===== src/hdl/cbirq_pkg.sv =====
// ----------------------------------------------------------------------------
// cbirq_pkg
// Types and constants shared by the cartridge bank / cycle IRQ mapper.
// ----------------------------------------------------------------------------
`default_nettype none

package cbirq_pkg;

   // Item mode codes
   localparam logic MODE_WRITE = 1'b0;
   localparam logic MODE_TICK  = 1'b1;

   // Write decode mask and register addresses
   localparam logic [15:0] ADDR_MASK     = 16'hE003;
   localparam logic [15:0] ADDR_CHR_BANK = 16'h8000;
   localparam logic [15:0] ADDR_RAM_BANK = 16'hE000;
   localparam logic [15:0] ADDR_MIRROR   = 16'hE001;
   localparam logic [15:0] ADDR_IRQ_CTRL = 16'hE002;

   // Data bit positions
   localparam int MIRROR_BIT     = 3;
   localparam int IRQ_ENABLE_BIT = 1;

   localparam int COUNT_W = 15;

   typedef struct packed {
      logic        mode;
      logic [15:0] bus_address;
      logic [7:0]  bus_data;
   } req_type;

   typedef struct packed {
      logic [7:0] chr_bank;
      logic [3:0] ram_window_bank;
      logic       mirror_horizontal;
      logic       irq_line;
   } rsp_type;

   typedef struct packed {
      logic [COUNT_W-1:0] cycle_count;
      logic               irq_enabled;
      logic               irq_asserted;
      logic [7:0]         chr_bank;
      logic [3:0]         ram_bank;
      logic               mirror;
   } state_type;

endpackage

`default_nettype wire


===== src/hdl/cbirq_core.sv =====
// ----------------------------------------------------------------------------
// cbirq_core
// Mapper state: bank registers, mirroring, cycle counter and IRQ flag.
// Applies one item per exec pulse and presents the post-update outputs.
// ----------------------------------------------------------------------------
`default_nettype none

module cbirq_core
   import cbirq_pkg::*;
(
   input  wire logic    clock,
   input  wire logic    reset,
   input  wire logic    exec,
   input  wire req_type item,
   output rsp_type      next_rsp
);

   state_type          state_ff;
   state_type          state_in;
   logic [COUNT_W-1:0] count_inc;

   assign count_inc = state_ff.cycle_count + COUNT_W'(1);

   // Decode the write or advance the counter
   always_comb begin
      state_in = state_ff;
      if (item.mode == MODE_TICK) begin
         if (state_ff.irq_enabled) begin
            state_in.cycle_count = count_inc;
            // IRQ follows a change of the top two count bits
            if (count_inc[COUNT_W-1:COUNT_W-2] != state_ff.cycle_count[COUNT_W-1:COUNT_W-2]) begin
               state_in.irq_asserted = &count_inc[COUNT_W-1:COUNT_W-2];
            end
         end
      end else begin
         unique case (item.bus_address & ADDR_MASK)
            ADDR_CHR_BANK: begin
               state_in.chr_bank = item.bus_data;
            end
            ADDR_RAM_BANK: begin
               state_in.ram_bank = item.bus_data[3:0];
            end
            ADDR_MIRROR: begin
               state_in.mirror = item.bus_data[MIRROR_BIT];
            end
            ADDR_IRQ_CTRL: begin
               state_in.irq_enabled = item.bus_data[IRQ_ENABLE_BIT];
               if (!item.bus_data[IRQ_ENABLE_BIT]) begin
                  state_in.cycle_count  = '0;
                  state_in.irq_asserted = 1'b0;
               end
            end
            default: begin
               // unmapped write: drop
            end
         endcase
      end
   end

   // Commit the update on exec
   always_ff @(posedge clock) begin
      if (reset) begin
         state_ff <= '0;
      end else if (exec) begin
         state_ff <= state_in;
      end
   end

   // Outputs after the update
   assign next_rsp.chr_bank          = state_in.chr_bank;
   assign next_rsp.ram_window_bank   = state_in.ram_bank;
   assign next_rsp.mirror_horizontal = state_in.mirror;
   assign next_rsp.irq_line          = state_in.irq_asserted;

endmodule

`default_nettype wire


===== src/hdl/cartridge_bank_and_cycle_irq_top.sv =====
// A transfer captured in the input register passes through the state update
// into the result register; while the result side is stalled and the result
// register is full, the transfer waits in the input register.
// Throughput: one item per cycle unless the result side stalls; the state update
// is a single pass between the input register and the result register.
// Reset: synchronous, active high; clears both valid flags and all mapper state.
// ----------------------------------------------------------------------------
// cartridge_bank_and_cycle_irq_top
// Mapper top level: input register, state update, result register.
// ----------------------------------------------------------------------------
`default_nettype none

module cartridge_bank_and_cycle_irq_top
   import cbirq_pkg::*;
(
   input  wire logic    clock,
   input  wire logic    reset,
   input  wire logic    req_valid,
   output logic         req_stall,
   input  wire req_type req_item,
   output logic         rsp_valid,
   input  wire logic    rsp_stall,
   output rsp_type      rsp_item
);

   logic    in_valid_ff;
   logic    in_valid_in;
   req_type in_item_ff;
   logic    rsp_valid_ff;
   logic    rsp_valid_in;
   rsp_type rsp_item_ff;
   rsp_type next_rsp;
   logic    advance;
   logic    exec;

   // Move the input stage forward whenever the result register is free
   assign advance   = !rsp_valid_ff || !rsp_stall;
   assign exec      = in_valid_ff && advance;
   assign req_stall = in_valid_ff && !advance;

   assign in_valid_in  = req_stall ? in_valid_ff : req_valid;
   assign rsp_valid_in = advance ? in_valid_ff : rsp_valid_ff;

   // Valid flags
   always_ff @(posedge clock) begin
      if (reset) begin
         in_valid_ff  <= 1'b0;
         rsp_valid_ff <= 1'b0;
      end else begin
         in_valid_ff  <= in_valid_in;
         rsp_valid_ff <= rsp_valid_in;
      end
   end

   // Capture the input transfer
   always_ff @(posedge clock) begin
      if (req_valid && !req_stall) begin
         in_item_ff <= req_item;
      end
   end

   // Capture the updated outputs
   always_ff @(posedge clock) begin
      if (exec) begin
         rsp_item_ff <= next_rsp;
      end
   end

   cbirq_core u_core (
      .clock    (clock),
      .reset    (reset),
      .exec     (exec),
      .item     (in_item_ff),
      .next_rsp (next_rsp)
   );

   assign rsp_valid = rsp_valid_ff;
   assign rsp_item  = rsp_item_ff;

endmodule

`default_nettype wire


===== config.mk =====
export PLATFORM = sky130hd
export DESIGN_NAME = cartridge_bank_and_cycle_irq_top
export DESIGN_NICKNAME = d
export VERILOG_FILES = /design/src/hdl/cbirq_pkg.sv /design/src/hdl/cbirq_core.sv /design/src/hdl/cartridge_bank_and_cycle_irq_top.sv
export SDC_FILE = /design/constraint.sdc
export NUM_CORES = 1
export LEC_CHECK = 0
export ABC_AREA = 1
export BUFFER_PORTS_ARGS = -buffer_cell sky130_fd_sc_hd__buf_2
export CAP_MARGIN = 40
export CORE_AREA = 3 3 74 76
export CTS_BUF_LIST = sky130_fd_sc_hd__clkbuf_16
export CTS_CLUSTER_DIAMETER = 50
export CTS_CLUSTER_SIZE = 25
export DETAILED_ROUTE_END_ITERATION = 8
export DIE_AREA = 0 0 77 79
export PLACE_DENSITY = 0.77
export SLEW_MARGIN = 20
export SYNTH_ARGS = -nofsm -noshare
export SYNTH_HDL_FRONTEND = slang
export SYNTH_SLANG_ARGS = --single-unit

===== constraint.sdc =====
create_clock -name clock -period 1.8 [get_ports clock]
set_input_delay 0 -clock clock [delete_from_list [all_inputs] [get_ports clock]]
set_output_delay 0 -clock clock [all_outputs]
set_load 0.01 [all_outputs]

Yosys cells after proc, flatten, opt, wreduce, memory -nomap -nowiden
Index checks and enable logic that the tools add are counted.
{"block": "totals", "ff_bits": 71, "out_inout_bits": 16, "word_cells": 48, "input_bits": 29}
{"block": "op_classes", "mux": 12, "n_addsub": 1, "eq_ne": 7, "n_bitwise": 1, "n_reduce_logical": 12}
{"operator": "$mux W15", "n": 3}
{"operator": "$eq A5 B5 Y1 const B", "n": 4}
{"operator": "$mux W17", "n": 1}
{"operator": "$add A15 B1 Y15 const B", "n": 1}
{"operator": "$mux W13", "n": 1}
{"operator": "$mux W8", "n": 1}
{"operator": "$mux W1", "n": 5}
{"operator": "$logic_not A1 Y1", "n": 4}
{"operator": "$mux W4", "n": 1}
{"operator": "$ne A2 B1 Y1 const B", "n": 2}
{"operator": "$reduce_and A4 Y1", "n": 1}
{"operator": "$logic_and A1 B1 Y1", "n": 3}
{"operator": "$reduce_and A3 Y1", "n": 1}
{"operator": "$ne A2 B2 Y1", "n": 1}
{"operator": "$reduce_and A2 Y1", "n": 1}
{"operator": "$reduce_bool A2 Y1", "n": 1}
{"operator": "$logic_or A1 B1 Y1", "n": 1}
{"operator": "$not A1 Y1", "n": 1}

Longest topological paths before layout
Gate-level depths: netlist of the first run.
{"block": "depth", "word_depth": 6, "ltp_mapped": 12, "ltp_nobuf": 11}

Cells and area by module
Synthesis of the first run repeated with hierarchy kept, for this count alone.
{"block": "hier_totals", "cells_unflattened": 319, "hier_area_um2": 3027.9}
{"mod": "cbirq_core", "n_inst": 1, "area_each_um2": 1765.4, "cells_each": 268, "seq_area_each_um2": 600.6}
{"mod": "cartridge_bank_and_cycle_irq_top", "n_inst": 1, "area_each_um2": 1262.5, "cells_each": 51, "seq_area_each_um2": 1211.2}

Least setup slack after synthesis of the first run
No wires, ideal clock.
{"block": "synth_path", "path_type": "reg2reg", "from": "reg u_core.state_ff[15] (netlist name)", "to": "reg rsp_item_ff, in the netlist rsp_item[0], data pin", "slack_ns": 0.359, "setup_ns": 0.253, "arrival_time_ns": 1.188, "synth_period_minus_slack_ns": 1.441, "path_buffers": 0, "required_ns": 1.547, "path_stages_with_launch": 9, "path_cell_list": "dfxtp_1 ha_1 nand3_1 nor2_1 nand3_1 nand2_1 nand3_1 nand2_1 nand2_1"}
{"item": "start, declared", "line_no": "cbirq_core.sv:18", "source": "state_type state_ff;"}
{"item": "start signal, assigned", "line_no": "cbirq_core.sv:65", "source": "state_ff <= state_in;"}
{"item": "end signal, assigned", "line_no": "cartridge_bank_and_cycle_irq_top.sv:65", "source": "rsp_item_ff <= next_rsp;"}
{"item": "end, declared", "line_no": "cartridge_bank_and_cycle_irq_top.sv:31", "source": "rsp_type rsp_item_ff;"}

Worst setup path after layout of the first run
{"block": "layout_path", "from": "reg in_item_ff[24] (netlist name)", "to": "reg u_core.state_ff[18] (netlist name)"}
{"block": "layout_between", "elab_chain_len": 2, "elab_cells_between_ends": 5, "cone_classes": "eq/ne (2); mux (1); reduce/logical (2)"}
{"item": "start, declared", "line_no": "cartridge_bank_and_cycle_irq_top.sv:28", "source": "req_type in_item_ff;"}
{"item": "start signal, assigned", "line_no": "cartridge_bank_and_cycle_irq_top.sv:58", "source": "in_item_ff <= req_item;"}
{"item": "$ne A2 B1 Y1 (no source line) / $reduce_bool A2 Y1 (equally long branches)"}
{"item": "$reduce_and A4 Y1 (no source line)"}
Parallel ways exist; a longest one is shown, timed or not.
A chain may end at the register's enable or synchronous reset.

==> reports/results.md, run 1 <==
| Parameter | This run |
| --- | --- |
| Worst slew margin | 70.6% |
| Fin crit period | 1.59 ns |
| CTS clk-pin slew, worst paths | 0.05 ns |
| Overall Global Routing Usage | 21.5% |
| Final layout net count | 394 |
| Setup-failing EPs final | 0 |
| Die ar. | 0.00608 sq mm |
| Arrival time at the worst endpoint | 1.84 ns |
| Routed length per instance | 13.4 microns |
| Clock tree root buffer cell | clkbuf_16 |
| Synthesis-to-finish area growth | 27.4% |
| Buffer and inverter count on the worst path | 2 |
| Sinks on the clock net | 60 |
| Fraction of layout instances using a drive strength above 1 | 21.1% |
| Number of iterations in the first detailed-routing pass | 4 |
| Total number of H-tree levels | 3 |
| Starting utilization of the core area | 55.7% |
| Worst-skew pair later-pin latency | 0.32 ns |
| Initial antenna violation count | 0 |
| Critical path startpoint category | flop |
| Post-CTS Repair Setup Buffers | 0 |
| TritonCTS buffer count | 9 |
| Half-perimeter wire length after detailed placement | 3.49 mm |
| Share of flip-flops with an asynchronous set or reset after synthesis | 0% |
| Post-synthesis average cell area | 8.77 sq um |
| Core box area | 0.00479 sq mm |
| Crit path top cell by count | nand2_2 |
| Post-layout total power | 3530 uW |
| Final sum of negative setup slack | 0 ns |
| Post-Route Skew | 0.00561 ns |
| Site Rows | 25 |
| Most repeated cell in the gate-level netlist after synthesis | nand2_1 |
| Fraction of synthesized cell area taken by the top area cell type | 31.5% |
| Post-synth top area cell | edfxtp_1 |
| Vertical die dimension | 79 microns |
| First-pass GRT wire length | 9.98 mm |
| Ranking of synthesized cells by area | edfxtp_1 (32%), dfxtp_1 (24%), nand2_1 (7.5%) |
| Number of max-capacitance violations reported | 0 |
| Total nets after synthesis | 334 |
| # diodes | 0 |
| Die width | 77 microns |
| Type of the tightest min-delay check | in2reg |
| Critical path, cell by cell | clkinv_4 -> nand2_4 -> nor2_2 -> nand3_2 -> nand2_2 -> nand2_2 -> buf_4 -> nor2_1 -> o21ai_0 -> a21oi_1 |
| Slew Viols, Final | 0 |
| Gp weighted congestion | 0.894 |
| Total wire length after detailed routing | 5.86 mm |
| Number of port buffers | 33 |
| CTS tree | built |
| Unique masters post-synth | 31 |
| Gate count after technology mapping | 304 |
| Post-route antenna net violation count | 0 |
| Critical Path Max Stage Delay | 0.43 ns |
| Via density per instance | 5.05 |
| Commonest cells in the netlist | nand2_1 (53), nor2_1 (44), inv_1 (42) |
| Aggregate global routing overflow | 0 |
| Synth Flop Type | dfxtp_1 |
| Final hold vios | 0 |
| Sequential element share of the synthesized area | 55.6% |
| CP max FO | 11 |
| Peak supply drop | 0.823 mV |
| Worst-Margin Slew | 0.437 ns |
| Slowest cell on crit path | edfxtp_1 |
| Required time worst endpoint | 2.05 ns |
| Period utilization | 88.1% |
| Critical Path Sink Type | flop |
| Areal power density over the cells | 1040 mW/mm^2 |
| Count of yosys warnings during synthesis | 0 |
| Number of top-level pins | 45 |
| Worst setup path category | reg2reg |
| DR vias | 2201 |
| Count of flip-flops with a built-in enable after synthesis | 28 |
| DRC errors left | 0 |
| Number of buffers on the longest clock path | 2 |
| Register bit count reported by yosys | 60 |
| Dominant delay contributor by cell family on the critical path | simple AND/OR/NAND/NOR gates |
| Final core utilization | 71.0% |
| Vias in the first global route | 2178 |
| Status | complete, no violations |
| Maximum clock frequency | 0.631 GHz |
| Violation count after the first detailed-route iteration | 199 |
| Pin count of the biggest net entering global routing | 19 |
| Netlist Area Pre-Place | 0.00267 sq mm |
| Setup repair after global routing missed its margin | no |
| Leakage Power | 0.00146 uW |
[cells by family (layout without fill, tap and decap cells)]
family          Yosys count  after routing  share of synthesized area (%)
simple gates            132            132                           22.7
flops                    60             60                           55.6
compound gates           56             56                           11.9
buf+inv                  53            118                           8.73
xor+xnor                  2              2                          0.657
fa+ha+maj                 1              1                          0.469
[area by class of cell]
class                   count  area, sq um
flip-flops and latches     60         1480
fillers                   360         1390
multi-input cells         191          955
repair buffers             58          395
clock buffers               9          225
inverters                  44          171
clock inverters             7         85.1
well taps                  67         83.8
[placed cells by master, fill, tap and decap left out, drive strengths merged, types with 2 or more instances in the layout]
master and n:
nor2 47, clkbuf 9, o21ai 28, inv 44
dfxtp 32, nand3 15, a21oi 25, nand2 58
nor3 2, clkinv 4, nand4 10, xor2 2
edfxtp 28, dlygate4sd3 17, buf 41, bufinv 2
[power breakdown]
part	internal (uW)	switching, uW	total [uW]
sequential	1500	26.4	1530
combinational	100	138	238
clock	1190	570	1760
total	2790	734	3530
[per-stage QoR]
stage | cell area [sq um] | hold slack [ns] | worst slack, ns | cells
2_1_floorplan | 2670 | 0.0989 | 0.359 | 304
3_3_place_gp | 2910 | 0.176 | 0.298 | 403
3_5_place_dp | 2910 | 0.178 | 0.265 | 403
4_1_cts | 3390 | 0.0108 | 0.208 | 436
5_1_grt | 3400 | 0.0177 | 0.0316 | 436
6_report | 3400 | 0.0173 | 0.215 | 436
[state kept, by name, summed over array words and instances, names as in the netlist]
signal           count
u_core.state_ff     30
rsp_valid            1
in_valid_ff          1
rsp_item            14
in_item_ff          14
[layer usage]
layer / up-vias / wire (microns) / global-route usage, %
met5: - / 0 / 0
met4: 0 / 174 / 12.8
met3: 18 / 308 / 5.67
met2: 71 / 2820 / 35.6
met1: 993 / 2550 / 25.3
li1: 1119 / - / -
[final timing paths]
check / start / endpoint / slack [ns] / cells past startpoint
max reg2reg: in_item_ff[24] / u_core.state_ff[18] / 0.21 / 10
max: in_item_ff[24] / u_core.state_ff[18] / 0.21 / 10
min reg2reg: u_core.state_ff[29] / u_core.state_ff[29] / 0.49 / 2
min: reset / rsp_valid / 0.02 / 2
[repair_timing]
item / CTS / global route
hold endpoints to repair: 16 / 0
resized for setup: 0 / 1
hold buffers: 17 / 0
setup endpoints to repair: 0 / 1
Power figures use the tool's default switching activity.
==> inputs of run 2 (changes only) <==
==> constraint.sdc (replaced) <==
create_clock -name clock -period 1.8 [get_ports clock]
set_input_delay 0.27 -clock clock [delete_from_list [all_inputs] [get_ports clock]]
set_output_delay 0.27 -clock clock [all_outputs]
set_load 0.01 [all_outputs]
==> reports/results.md, run 2 (same netlist as run 1, synthesis figures left out) <==
| Parameter | This run | Change |
| --- | --- | --- |
| Status | complete, no violations | unchanged |
| Worst setup path category | reg2reg | unchanged |
| Slew Viols, Final | 0 | unchanged |
| Required time worst endpoint | 2.05 ns | about the same |
| Met2 Usage GRT | 29.9% | was 35.6% |
| Top library cells by usage in the layout, fill and taps aside | nand2_1 (53), inv_1 (44), nor2_1 (44) | was nand2_1 (53), inv_1 (44), nor2_1 (43) |
| Final layout net count | 378 | was 394 |
| Violation count after the first detailed-route iteration | 152 | was 199 |
| Initial antenna violation count | 0 | unchanged |
| Site Rows | 25 | unchanged |
| Worst slew margin | 70.8% | was 70.6% |
| Setup-failing EPs final | 0 | unchanged |
| Half-perimeter wire length after detailed placement | 3.60 mm | was 3.49 mm |
| Gp weighted congestion | 0.903 | was 0.894 |
| Fraction of layout instances using a drive strength above 1 | 22.1% | was 21.1% |
| Core box area | 0.00479 sq mm | unchanged |
| Final standard cell count with taps included and fillers excluded | 420 | was 436 |
| Maximum clock frequency | 0.642 GHz | was 0.631 GHz |
| Setup ws final | 0.242 ns | was 0.215 ns |
| Type of the tightest min-delay check | in2reg | unchanged |
| Number of top-level pins | 45 | unchanged |
| Areal power density over the cells | 1080 mW/mm^2 | was 1040 mW/mm^2 |
| CTS tree | built | unchanged |
| Met1 layer usage reported by global route | 24.3% | was 25.3% |
| Aggregate global routing overflow | 0 | unchanged |
| CTS clk-pin slew, worst paths | 0.05 ns | about the same |
| Clock tree root buffer cell | clkbuf_16 | unchanged |
| Count of cells resized by post-cts repair | 0 | unchanged |
| Die width | 77 microns | unchanged |
| Starting utilization of the core area | 55.7% | unchanged |
| # diodes | 0 | unchanged |
| Post-Route Skew | 0.00414 ns | was 0.00561 ns |
| Most common cell after layout, fill and taps aside | nand2_1 | unchanged |
| Final core utilization | 67.5% | was 71.0% |
| Post-Layout Inst Area | 0.00323 sq mm | was 0.00340 sq mm |
| Period utilization | 86.6% | was 88.1% |
| Pin count of the biggest net entering global routing | 26 | was 19 |
| Top reg by flops | u_core.state_ff | unchanged |
| Total of hold buffers inserted after clock tree synthesis | 0 | was 17 |
| Number of port buffers | 33 | unchanged |
| Total wire length after detailed routing | 5.22 mm | was 5.86 mm |
| Via density per instance | 5.02 | was 5.05 |
| Post-route antenna net violation count | 0 | unchanged |
| Max FFs per register | 30 | unchanged |
| Die ar. | 0.00608 sq mm | unchanged |
| Overall Global Routing Usage | 19.3% | was 21.5% |
| Critical path startpoint category | flop | unchanged |
| Number of max-capacitance violations reported | 0 | unchanged |
| M3 GR Usage | 5.56% | was 5.67% |
| Number of buffers on the longest clock path | 2 | unchanged |
| Worst-skew pair later-pin latency | 0.33 ns | was 0.32 ns |
| Final sum of negative setup slack | 0 ns | unchanged |
| Final hold vios | 0 | unchanged |
| Worst slack after detailed placement | 0.259 ns | was 0.265 ns |
| First-pass GRT wire length | 8.95 mm | was 9.98 mm |
| Leakage Power | 0.00139 uW | was 0.00146 uW |
| Routed length per instance | 12.4 microns | was 13.4 microns |
| Arrival time at the worst endpoint | 1.81 ns | was 1.84 ns |
| DR vias | 2107 | was 2201 |
| Final-layout fill cell count | 401 | was 360 |
| Vertical die dimension | 79 microns | unchanged |
| Fin crit period | 1.56 ns | was 1.59 ns |
| Critical Path Sink Type | flop | unchanged |
| Worst-Margin Slew | 0.434 ns | was 0.437 ns |
| Synthesis-to-finish area growth | 21.2% | was 27.4% |
| Setup repair after global routing missed its margin | no | unchanged |
| Total number of H-tree levels | 3 | unchanged |
| CP max FO | 8 | was 11 |
| Total placed instance area | 0.00292 sq mm | was 0.00291 sq mm |
| Peak supply drop | 0.843 mV | was 0.823 mV |
| Vias in the first global route | 1964 | was 2178 |
| Sinks on the clock net | 60 | unchanged |
| TritonCTS buffer count | 9 | unchanged |
| Number of iterations in the first detailed-routing pass | 4 | unchanged |
| Post-CTS Repair Setup Buffers | 0 | unchanged |
| Placed insts | 404 | was 403 |
| GRT Max-Usage Layer | met2 | unchanged |
| DRC errors left | 0 | unchanged |
run 2: path summary, 6_finish.rpt:
path | start | endpoint | slack, ns | depth (start not counted)
setup / recovery | in_item_ff[24] | u_core.state_ff[16] | 0.24 | 10
hold reg to reg | in_valid_ff | rsp_valid | 0.48 | 2
hold / removal | req_item[6] | in_item_ff[6] | 0.11 | 1
setup reg to reg | in_item_ff[24] | u_core.state_ff[16] | 0.24 | 10
run 2: final cells by class:
class	instances	area (sq um)	area share, %
multi-input cells	191	952	29.5
well taps	67	83.8	2.59
inverters	44	171	5.30
repair buffers	42	233	7.20
flip-flops and latches	60	1480	45.8
clock buffers	9	225	6.97
clock inverters	7	85.1	2.63
run 2: worst max-delay path, stage by stage, from the launching register on:
cell and delay (ns):
edfxtp_1 0.43, clkinv_4 0.11, nand2_4 0.06, nor2_2 0.09, nand3_2 0.10, nand2_2 0.09
nand2_2 0.11, clkinv_2 0.14, buf_4 0.16, nand3_1 0.07, a21oi_1 0.14
run 2: routing by layer:
| layer | share of wire, % | routed length, microns | up-vias |
|---|---|---|---|
| li1 | - | - | 1083 |
| met5 | 0 | 0 | - |
| met1 | 46 | 2420 | 960 |
| met3 | 5.3 | 279 | 7 |
| met2 | 46 | 2410 | 57 |
| met4 | 1.9 | 99 | 0 |
run 2: power breakdown:
part | switching (uW) | internal (uW) | leakage, uW
clock | 570 | 1190 | 0.000158
sequential | 26.0 | 1500 | 0.000531
combinational | 130 | 75.7 | 0.000705
run 2: through the flow:
step / total power, uW / hold slack, ns
6_report: 3500 / 0.115
3_5_place_dp: 1760 / 0.448
5_1_grt: 3620 / 0.107
2_1_floorplan: 1680 / 0.369
4_1_cts: 3510 / 0.108
3_3_place_gp: 1750 / 0.446
==> inputs of run 3 (changes only) <==
Settings changed: ABC_AREA 1 to unset, CORE_AREA 3 3 74 76 to 3 3 72 74, DIE_AREA 0 0 77 79 to 0 0 75 77.
==> reports/results.md, run 3 <==
| Parameter | This run | Change |
| --- | --- | --- |
| Worst slew margin | 68.1% | was 70.8% |
| Unique masters post-synth | 39 | was 31 |
| Number of top-level pins | 45 | unchanged |
| Netlist Area Pre-Place | 0.00249 sq mm | was 0.00267 sq mm |
| Post-route antenna net violation count | 0 | unchanged |
| Final hold vios | 0 | unchanged |
| DR vias | 1907 | was 2107 |
| Total wire length after detailed routing | 5.24 mm | was 5.22 mm |
| Overall Global Routing Usage | 20.0% | was 19.3% |
| Worst path depth | 3 | was 10 |
| Number of buffers on the longest clock path | 2 | unchanged |
| Post-synthesis average cell area | 11.8 sq um | was 8.77 sq um |
| Count of yosys warnings during synthesis | 0 | unchanged |
| Gp weighted congestion | 0.789 | was 0.903 |
| Fraction of layout instances using a drive strength above 1 | 32.5% | was 22.1% |
| DRC errors left | 0 | unchanged |
| Final core utilization | 68.8% | was 67.5% |
| Peak supply drop | 0.765 mV | was 0.843 mV |
| Leakage Power | 0.00133 uW | was 0.00139 uW |
| Required time worst endpoint | 1.87 ns | was 2.05 ns |
| Aggregate global routing overflow | 0 | unchanged |
| Worst hold path cell count | 1 | unchanged |
| CTS clk-pin slew, worst paths | 0.05 ns | about the same |
| Sequential element share of the synthesized area | 59.4% | was 55.6% |
| Critical path, cell by cell | nor4b_2 -> nand3_1 -> mux2_2 | was clkinv_4 -> nand2_4 -> nor2_2 -> nand3_2 -> nand2_2 -> nand2_2 -> clkinv_2 -> buf_4 -> nand3_1 -> a21oi_1 |
| Gate count after technology mapping | 211 | was 304 |
| Worst-skew pair later-pin latency | 0.32 ns | was 0.33 ns |
| Top library cells by usage in the layout, fill and taps aside | buf_2 (33), dfxtp_1 (32), edfxtp_1 (28) | was nand2_1 (53), inv_1 (44), nor2_1 (44) |
| # diodes | 0 | unchanged |
| Via density per instance | 5.76 | was 5.02 |
| Total number of H-tree levels | 3 | unchanged |
| Vias in the first global route | 1815 | was 1964 |
| Arrival time at the worst endpoint | 1.90 ns | was 1.81 ns |
| Dominant delay contributor by cell family on the critical path | simple AND/OR/NAND/NOR gates | unchanged |
| Fraction of synthesized cell area taken by the top area cell type | 33.7% | was 31.5% |
| Vertical die dimension | 77 microns | was 79 microns |
| Pin count of the biggest net entering global routing | 19 | was 26 |
| Worst setup path category | reg2reg | unchanged |
| Routed length per instance | 15.8 microns | was 12.4 microns |
| CP max FO | 4 | was 8 |
| Register bit count reported by yosys | 60 | unchanged |
| Top reg by flops | u_core.state_ff | unchanged |
| Buffer and inverter count on the worst path | 0 | was 3 |
| Post-Route Skew | 0.00822 ns | was 0.00414 ns |
| Count of flip-flops with a built-in enable after synthesis | 28 | unchanged |
| Number of iterations in the first detailed-routing pass | 4 | unchanged |
| Slowest cell on crit path | nor4b_2 | was edfxtp_1 |
| Placed insts | 313 | was 404 |
| Origin of the worst setup path | in_item_ff[24] | unchanged |
| Areal power density over the cells | 1050 mW/mm^2 | was 1080 mW/mm^2 |
| Final layout net count | 302 | was 378 |
| Setup ws final | -0.0302 ns | was 0.242 ns |
| Fin crit period | 1.83 ns | was 1.56 ns |
| Critical Path Max Stage Delay | 0.51 ns | was 0.43 ns |
| Slew Viols, Final | 0 | unchanged |
| Type of the tightest min-delay check | in2reg | unchanged |
| Max FFs per register | 30 | unchanged |
| Synth Flop Type | dfxtp_1 | unchanged |
| Total nets after synthesis | 241 | was 334 |
| Final-layout fill cell count | 332 | was 401 |
| Half-perimeter wire length after detailed placement | 3.44 mm | was 3.60 mm |
| Maximum clock frequency | 0.546 GHz | was 0.642 GHz |
| R2r worst-path depth | 3 | was 10 |
| Die width | 75 microns | was 77 microns |
| Most common cell after layout, fill and taps aside | buf_2 | was nand2_1 |
| Setup repair after global routing missed its margin | yes | was no |
| Number of max-capacitance violations reported | 0 | unchanged |
| Post-synth top area cell | edfxtp_1 | unchanged |
| Sinks on the clock net | 60 | unchanged |
| Critical Path Sink Type | flop | unchanged |
| Ranking of synthesized cells by area | edfxtp_1 (34%), dfxtp_1 (26%), mux2_2 (5.9%) | was edfxtp_1 (32%), dfxtp_1 (24%), nand2_1 (7.5%) |
| Setup-failing EPs final | 4 | was 0 |
| Status | finished, violations left | was complete, no violations |
| Share of flip-flops with an asynchronous set or reset after synthesis | 0% | unchanged |
| Commonest cells in the netlist | dfxtp_1 (32), edfxtp_1 (28), nor2_1 (18) | was nand2_1 (53), nor2_1 (44), inv_1 (42) |
| Min-Delay Startpoint | req_item[21] | was req_item[6] |
| Core box area | 0.00466 sq mm | was 0.00479 sq mm |
| Final standard cell count with taps included and fillers excluded | 331 | was 420 |
| CTS tree | built | unchanged |
| Die ar. | 0.00578 sq mm | was 0.00608 sq mm |
| Most repeated cell in the gate-level netlist after synthesis | dfxtp_1 | was nand2_1 |
| Violations in the final reports | negative setup slack |  |
| First-pass GRT wire length | 8.67 mm | was 8.95 mm |
| Clock tree root buffer cell | clkbuf_16 | unchanged |
| Initial antenna violation count | 0 | unchanged |
| Number of port buffers | 33 | unchanged |
| Violation count after the first detailed-route iteration | 137 | was 152 |
| Critical path startpoint category | flop | unchanged |
| Period utilization | 102% | was 86.6% |
| Synthesis-to-finish area growth | 28.4% | was 21.2% |
| Worst hold margin | 0.120 ns | was 0.115 ns |
| Starting utilization of the core area | 53.5% | was 55.7% |
| Beginning of the worst register-to-register path | in_item_ff[24] | unchanged |
| TritonCTS buffer count | 9 | unchanged |
| Worst-Margin Slew | 0.477 ns | was 0.434 ns |
| Site Rows | 25 | unchanged |
-- run 3: cells by family (layout without fill, tap and decap cells) --
logic type      count (synthesis)  after routing  synth area share, %
simple gates                   72             72                 16.1
flops                          60             60                 59.4
compound gates                 43             43                 11.5
mux                            25             25                 10.7
buf+inv                        10             76                 1.81
fa+ha+maj                       1              1                0.501
-- run 3: timing repair --
| item | 4_1_cts | 5_1_grt |
|---|---|---|
| gates resized for setup | 0 | 2 |
| hold buffers | 0 | 0 |
| setup buffers | 0 | 2 |
| endpoints found under the setup margin | 0 | 23 |
-- run 3: metrics by stage --
| step | worst slack (ns) | cell area [sq um] | power [uW] | TNS, ns |
|---|---|---|---|---|
| floorplan | 0.0161 | 2500 | 1570 | 0 |
| global placement | 0.0209 | 2870 | 1640 | 0 |
| detailed placement | 0.0189 | 2870 | 1650 | 0 |
| CTS | 0.00466 | 3170 | 3390 | 0 |
| global route | -0.132 | 3200 | 3490 | -1.83 |
| finish | -0.0302 | 3200 | 3370 | -0.0909 |
-- run 3: layer usage --
metal | wire [microns] | track usage [%] | part of all wire, % | vias to the layer above
met4 | 88 | 10.3 | 1.7 | 0
met3 | 259 | 4.85 | 4.9 | 8
met1 | 2270 | 27.7 | 43 | 898
met5 | 0 | 0 | 0 | -
li1 | - | - | - | 949
met2 | 2620 | 28.8 | 50 | 52
-- run 3: path summary, 6_finish.rpt --
| path | slack, ns | endpoint |
|---|---|---|
| setup / recovery | -0.03 | rsp_item[2] |
| hold / removal | 0.12 | in_item_ff[21] |
| setup reg to reg | -0.03 | rsp_item[2] |
| hold reg to reg | 0.48 | rsp_valid |
-- run 3: where the power goes --
group / internal [uW] / switching (uW) / total [uW]
Clock: 1190 / 547 / 1740
Combinational: 62.7 / 75.7 / 138
Sequential: 1470 / 22.5 / 1490
Total: 2720 / 646 / 3370
-- run 3: layout make-up --
class / count / area [sq um] / share of cell area, %
inverters: 3 / 11.3 / 0.351
clock inverters: 7 / 83.8 / 2.62
repair buffers: 57 / 345 / 10.8
flip-flops and latches: 60 / 1480 / 46.2
clock buffers: 9 / 225 / 7.03
well taps: 54 / 67.6 / 2.11
multi-input cells: 141 / 990 / 30.9
